<file path="config.mk">
export PLATFORM = sky130hd
export DESIGN_NAME = hamming_sec_encode_decode
export DESIGN_NICKNAME = d
export VERILOG_FILES = /design/src/rtl/hsec_pkg.sv /design/src/rtl/hsec_encoder.sv /design/src/rtl/hsec_decoder.sv /design/src/rtl/hamming_sec_encode_decode.sv
export SDC_FILE = /design/constraint.sdc
export NUM_CORES = 1
export LEC_CHECK = 0
export BUFFER_PORTS_ARGS = -buffer_cell sky130_fd_sc_hd__buf_2
export CAP_MARGIN = 25
export CELL_PAD_IN_SITES_DETAIL_PLACEMENT = 0
export CELL_PAD_IN_SITES_GLOBAL_PLACEMENT = 2
export CORE_MARGIN = 3
export CORE_UTILIZATION = 41
export CTS_CLUSTER_DIAMETER = 30
export DETAILED_ROUTE_END_ITERATION = 10
export GPL_ROUTABILITY_DRIVEN = 1
export PLACE_DENSITY_LB_ADDON = 0.1
export SLEW_MARGIN = 30
export SYNTH_ARGS = -nofsm -noshare
export SYNTH_HDL_FRONTEND = slang
export SYNTH_SLANG_ARGS = --single-unit
export TNS_END_PERCENT = 5
</file>
<file path="constraint.sdc">
create_clock -name clk_i -period 7 [get_ports clk_i]
set_clock_uncertainty 0.1 [all_clocks]
set_input_delay 1.4 -clock clk_i [delete_from_list [all_inputs] [get_ports clk_i]]
set_output_delay 1.4 -clock clk_i [all_outputs]
set_load 0.01 [all_outputs]
</file>
<file path="src/rtl/hsec_pkg.sv">
// Hamming SEC codec package: widths, parity limits, status type and bit-mapping functions.
package hsec_pkg;

  localparam int unsigned WORD_W     = 63;
  localparam int unsigned POS_W      = 6;
  localparam int unsigned M_W        = 3;
  localparam int unsigned LEN_W      = 7;
  localparam int unsigned MIN_PARITY = 2;
  localparam int unsigned MAX_PARITY = 6;
  localparam int unsigned RESET_PARITY = 4;

  typedef enum logic {
    OP_ENCODE = 1'b0,
    OP_DECODE = 1'b1
  } codec_op_e;

  typedef struct packed {
    logic              corrected;
    logic [POS_W-1:0]  position;
  } hsec_status_t;

  function automatic logic [M_W-1:0] eff_parity(input logic [M_W-1:0] raw);
    logic [M_W-1:0] m;
    m = raw;
    if (raw < M_W'(MIN_PARITY)) begin
      m = M_W'(MIN_PARITY);
    end else if (raw > M_W'(MAX_PARITY)) begin
      m = M_W'(MAX_PARITY);
    end
    return m;
  endfunction

  function automatic logic [WORD_W-1:0] low_mask(input logic [LEN_W-1:0] len);
    logic [WORD_W:0] full;
    full = ((WORD_W+1)'(1) << len) - (WORD_W+1)'(1);
    return full[WORD_W-1:0];
  endfunction

  function automatic logic [WORD_W-1:0] place_data(input logic [WORD_W-1:0] d);
    logic [WORD_W-1:0] r;
    int j;
    r = '0;
    j = 0;
    for (int p = 1; p <= WORD_W; p++) begin
      if ((p & (p - 1)) != 0) begin
        r[p-1] = d[j];
        j++;
      end
    end
    return r;
  endfunction

  function automatic logic [WORD_W-1:0] take_data(input logic [WORD_W-1:0] c);
    logic [WORD_W-1:0] r;
    int j;
    r = '0;
    j = 0;
    for (int p = 1; p <= WORD_W; p++) begin
      if ((p & (p - 1)) != 0) begin
        r[j] = c[p-1];
        j++;
      end
    end
    return r;
  endfunction

  function automatic logic [POS_W-1:0] syndrome(input logic [WORD_W-1:0] c);
    logic [POS_W-1:0] s;
    s = '0;
    for (int p = 1; p <= WORD_W; p++) begin
      if (c[p-1]) begin
        s = s ^ POS_W'(p);
      end
    end
    return s;
  endfunction

endpackage

</file>
<file path="src/rtl/hsec_encoder.sv">
// Hamming SEC encoder: scatter data bits and fill parity positions.
module hsec_encoder (
  input  logic [hsec_pkg::WORD_W-1:0] data_i,
  input  logic [hsec_pkg::WORD_W-1:0] data_mask_i,
  output logic [hsec_pkg::WORD_W-1:0] code_o
);
  import hsec_pkg::*;

  logic [WORD_W-1:0] placed;
  logic [POS_W-1:0]  synd;

  always_comb begin
    placed = place_data(data_i & data_mask_i);
    synd   = syndrome(placed);
    code_o = placed;
    for (int i = 0; i < POS_W; i++) begin
      code_o[(1 << i) - 1] = synd[i];
    end
  end

endmodule

</file>
<file path="src/rtl/hsec_decoder.sv">
// Hamming SEC decoder: syndrome, single-bit correction and data extraction.
module hsec_decoder (
  input  logic [hsec_pkg::WORD_W-1:0] code_i,
  input  logic [hsec_pkg::WORD_W-1:0] code_mask_i,
  output logic [hsec_pkg::WORD_W-1:0] data_o,
  output hsec_pkg::hsec_status_t      status_o
);
  import hsec_pkg::*;

  logic [WORD_W-1:0] code;
  logic [WORD_W-1:0] fixed;
  logic [POS_W-1:0]  synd;

  always_comb begin
    code  = code_i & code_mask_i;
    synd  = syndrome(code);
    fixed = code;
    if (synd != '0) begin
      fixed = code ^ (WORD_W'(1) << (synd - POS_W'(1)));
    end
    data_o             = take_data(fixed);
    status_o.corrected = (synd != '0);
    status_o.position  = synd;
  end

endmodule

</file>
<file path="src/rtl/hamming_sec_encode_decode.sv">
// Hamming SEC encode/decode top level: parity register, input and result registers.
//
//  channel  | handshake                 | payload
//  ---------+---------------------------+--------------------------------------------
//  command  | start, busy (never high)  | kind_i, word_in_i
//  result   | done_o strobe, one cycle  | word_out_o, corrected_o, error_position_o
//  config   | cfg_valid_i, cfg_ready_o  | cfg_data_i (parity bit count)
//
//  One word per cycle; a taken word passes the input register, then the XOR trees
//  into the result register, where its result appears.
//  Reset clears the strobes and sets the parity bit count to four.
//  The receiver cannot stall, so busy stays low and nothing is held back.
module hamming_sec_encode_decode (
  input  logic                        clk_i,
  input  logic                        rst_ni,
  input  logic                        start,
  output logic                        busy,
  input  logic                        kind_i,
  input  logic [hsec_pkg::WORD_W-1:0] word_in_i,
  input  logic                        cfg_valid_i,
  output logic                        cfg_ready_o,
  input  logic [hsec_pkg::M_W-1:0]    cfg_data_i,
  output logic                        done_o,
  output logic [hsec_pkg::WORD_W-1:0] word_out_o,
  output logic                        corrected_o,
  output logic [hsec_pkg::POS_W-1:0]  error_position_o
);
  import hsec_pkg::*;

  logic [M_W-1:0]    parity_q;
  logic              valid_q;
  logic              kind_q;
  logic [WORD_W-1:0] word_q;
  logic              done_q;
  logic [WORD_W-1:0] out_q;
  logic              corr_q;
  logic [POS_W-1:0]  pos_q;

  logic [M_W-1:0]    m;
  logic [LEN_W-1:0]  n_len;
  logic [LEN_W-1:0]  k_len;
  logic [WORD_W-1:0] n_mask;
  logic [WORD_W-1:0] k_mask;
  logic [WORD_W-1:0] enc_code;
  logic [WORD_W-1:0] dec_data;
  hsec_status_t      dec_status;

  logic [WORD_W-1:0] out_d;
  logic              corr_d;
  logic [POS_W-1:0]  pos_d;

  assign busy        = 1'b0;
  assign cfg_ready_o = 1'b1;

  assign m      = eff_parity(parity_q);
  assign n_len  = (LEN_W'(1) << m) - LEN_W'(1);
  assign k_len  = n_len - LEN_W'(m);
  assign n_mask = low_mask(n_len);
  assign k_mask = low_mask(k_len);

  hsec_encoder u_enc (
    .data_i      (word_q),
    .data_mask_i (k_mask),
    .code_o      (enc_code)
  );

  hsec_decoder u_dec (
    .code_i      (word_q),
    .code_mask_i (n_mask),
    .data_o      (dec_data),
    .status_o    (dec_status)
  );

  always_comb begin
    if (kind_q == OP_DECODE) begin
      out_d  = dec_data;
      corr_d = dec_status.corrected;
      pos_d  = dec_status.position;
    end else begin
      out_d  = enc_code;
      corr_d = 1'b0;
      pos_d  = '0;
    end
  end

  always_ff @(posedge clk_i or negedge rst_ni) begin
    if (!rst_ni) begin
      parity_q <= M_W'(RESET_PARITY);
      valid_q  <= 1'b0;
      done_q   <= 1'b0;
    end else begin
      if (cfg_valid_i && cfg_ready_o) begin
        parity_q <= cfg_data_i;
      end
      valid_q <= start && !busy;
      done_q  <= valid_q;
    end
  end

  always_ff @(posedge clk_i) begin
    if (start && !busy) begin
      kind_q <= kind_i;
      word_q <= word_in_i;
    end
    if (valid_q) begin
      out_q  <= out_d;
      corr_q <= corr_d;
      pos_q  <= pos_d;
    end
  end

  assign done_o           = done_q;
  assign word_out_o       = out_q;
  assign corrected_o      = corr_q;
  assign error_position_o = pos_q;

endmodule

</file>
==> impl_metrics.csv <==
group,metric,value,unit
status,status,"complete, no violations",
drt,detailroute.wirelength.met3,2950,um
layout,drive_above_1_share,23.6,%
drt,vias,7539,
synth,syn_inst,857,
pwr,intPower,0.00217,W
die,die_w,157,um
synth,synth_cell_types,77,
critical_path,worstPathRequired,7.08,ns
layout,final_nets,1043,
pwr,switching_share,45.5,%
drt,drc,0,
place,port_buffers,141,
die,core_area,0.0221,mm^2
synth,avgSynthCellArea,10.9,um^2
critical_path,worst_ep_arrival_time,4.87,ns
synth,synthSimpleGateAreaFrac,16.0,%
pwr,power.density,369,mW/mm^2
grt,grt_overflow,0,
clock_network,numCtsBuffers,17,
critical_path,end_kind,"register",
drt,wl_per_cell,25.8,um
hold_path,hp-class,"register to register",
grt,grt_pass1_vias,7006,
synth,synthArstFlopShare,3.60,%
synth,synth.most_common_cell,"edfxtp_1",
die,die_y,157,um
die,dieArea,0.0246,mm^2
clock_network,clock_latency,0.43,ns
sta,max_freq,209,MHz
critical_path,crit_fanout,19,
synth,synth_compound_area_share,11.6,%
drt,m1WireLength,15000,um
place,routabilityCongestion,0.928,
layout,syn_to_final_growth,15.6,%
synth,synth_xor_area_share,22.9,%
pwr,ir_drop,0.000239,V
clock_network,cts_num_sinks,139,
clock_network,cts_hold_buf,0,
critical_path,criticalPathCategory,"register to register",
sta,worst_pin_slew,0.942,ns
sta,period_needed,4.79,ns
synth,synth.largest_area_cell,"edfxtp_1",
pwr,leakagePower,4.09,nW
sta,finalHoldViolCount,0,
sta,slew_viol_final,0,
sta,rsz0062_at_grt,"no",
sta,slew-limit-headroom,37.0,%
synth,synthAdderAreaFrac,0.403,%
synth,netlist_area,0.00932,mm^2
sta,setup_tns,0,ns
drt,drt-total-wl,32600,um
pwr,netSwitchingPower,0.00181,W
clock_network,root_buffer,"clkbuf_16",
clock_network,postCtsSetupBuffers,0,
synth,ys_top_cells_by_area,"edfxtp_1 43%, xnor2_1 10%, nand2_1 4.1%",
synth,netlist.area_leader.share,43.2,%
sta,setup_viol,0,
layout,utilization,48.7,%
critical_path,critPathLaunchType,"register",
synth,synth_top_family_by_area,"XOR/XNOR gates",
drt,topRoutingLayerUsed,"met4",
pwr,pwr-share-seq,28.6,%
grt,antenna_found_initial,0,
clock_network,clk_pin_slew,0.07,ns
sta,timing.final.crit_share,68.5,%
grt,grt_pass1_wl,46800,um
drt,antenna_left,0,
synth,synth_edf_count,134,
die,num_rows,54,
flow_run,maxCapViolCount,0,
clock_network,clockBufferDepth,2,
synth,synth_common_cells,"134 x edfxtp_1, 110 x xnor2_1, 103 x nand2_1",
synth,muxShareOfSynthArea,1.13,%
pwr,p_comb_share,49.7,%
grt,grt_max_degree,75,
die,ios,144,
synth,ys_seq_elements,139,
clock_network,h-tree-depth,4,
drt,dr.pass1.iters,5,
clock_network,cts_tree,"done",
drt,drt_iter0_drc,832,
drt,via_per_inst,5.97,
pwr,clkPwrFrac,21.7,%
synth,synth_warnings,0,
drt,wl_met2,13800,um
synth,yosysSeqAreaShare,44.5,%
synth,synth_flop_cell,"edfxtp_1",
place,hpwlAfterDp,24100,um
grt,grtUsageTotal,26.2,%
clock_network,cts_resized,0,
die,initial_core_util,42.2,%
cells by family after synthesis:
group                    Yosys count
AO/OA/AOI/OAI                    143
XOR/XNOR                         191
adder cells (fa/ha/maj)            3
buffers and inverters             69
flip-flops                       139
multiplexers                      10
other                              2
AND/OR/NAND/NOR                  300
metrics by stage:
stage          hold slack, ns  instances  worst slack (ns)  area (um^2)  power, W
3_3_place_gp            0.563       1229              2.31        10200   0.00308
5_1_grt                 0.600       1262              1.94        10800   0.00413
3_5_place_dp            0.564       1229              2.22        10200   0.00308
6_report                0.581       1263              2.21        10800   0.00397
4_1_cts                 0.574       1261              2.22        10700   0.00394
2_1_floorplan           0.465        859              3.32         9330   0.00248
per-layer routing:
metal  vias to the layer above  track usage, %
met5                         -           0.595
met4                         0            8.38
met3                        52            5.84
met2                       386            36.5
met1                      3725            40.3
li1                       3376               -
power by group through the flow:
stage	sequential (W)	clock, W	combinational [W]
6_report	0.00114	0.000861	0.00197
2_1_floorplan	0.00113	0	0.00135
4_1_cts	0.00113	0.000874	0.00194
3_3_place_gp	0.00115	0	0.00193
5_1_grt	0.00114	0.000910	0.00207
3_5_place_dp	0.00115	0	0.00193
cell usage in the layout (no fill, tap or decap), types with 7 or more instances in the layout:
| master | instances |
|---|---|
| nand3_1 | 40 |
| o211ai_1 | 17 |
| nor2_1 | 53 |
| nor4_1 | 7 |
| a31oi_1 | 12 |
| a221o_1 | 9 |
| xnor3_1 | 17 |
| nor3_1 | 24 |
| nand4_1 | 14 |
| buf_4 | 11 |
| clkbuf_16 | 17 |
| clkinvlp_4 | 7 |
| edfxtp_1 | 134 |
| buf_2 | 141 |
| xnor2_1 | 110 |
| xor2_1 | 43 |
| o21ai_0 | 14 |
| a21oi_1 | 24 |
| nand2_1 | 103 |
| a211o_1 | 13 |
| and3_1 | 10 |
| xnor2_2 | 8 |
sequential cells by signal, indices dropped and copies added (netlist names):
name	cells
done_o	1
valid_q	1
word_out_o	63
kind_q	1
word_q	63
error_position_o	6
corrected_o	1
parity_q	3
area by class of cell:
class	count	area (um^2)
Antenna cell	1	2.50
Clock buffer	18	429
Clock inverter	14	111
Fill cell	2079	11300
Inverter	7	26.3
Multi-Input combinational cell	651	4880
Sequential cell	139	4150
Tap cell	280	350
Timing Repair Buffer	153	816
path summary, 6_finish.rpt:
| check | start | end | slack, ns | cells past startpoint |
|---|---|---|---|---|
| max | parity_q[2]$_DFFE_PN1P_ | word_out_o[24]$_DFFE_PP_ | 2.21 | 8 |
| min reg2reg | valid_q$_DFF_PN0_ | done_o$_DFF_PN0_ | 0.58 | 1 |
| min | valid_q$_DFF_PN0_ | done_o$_DFF_PN0_ | 0.58 | 1 |
| min in group asynchronous | rst_ni | parity_q[1]$_DFFE_PN0P_ | 0.66 | 1 |
| max reg2reg | parity_q[2]$_DFFE_PN1P_ | word_out_o[24]$_DFFE_PP_ | 2.21 | 8 |
| max in group asynchronous | rst_ni | parity_q[2]$_DFFE_PN1P_ | 5.92 | 1 |
critical path, cell delays in order (launching register included):
cell and delay, ns:
dfstp_2 0.72, clkinv_1 0.37, nor2_1 0.77, o21ai_1 0.33, xnor2_4 0.34, xor2_2 0.62
nand2_1 0.49, or3_1 0.48, a221o_1 0.30
Note: power is estimated with default switching activity, not from simulation.
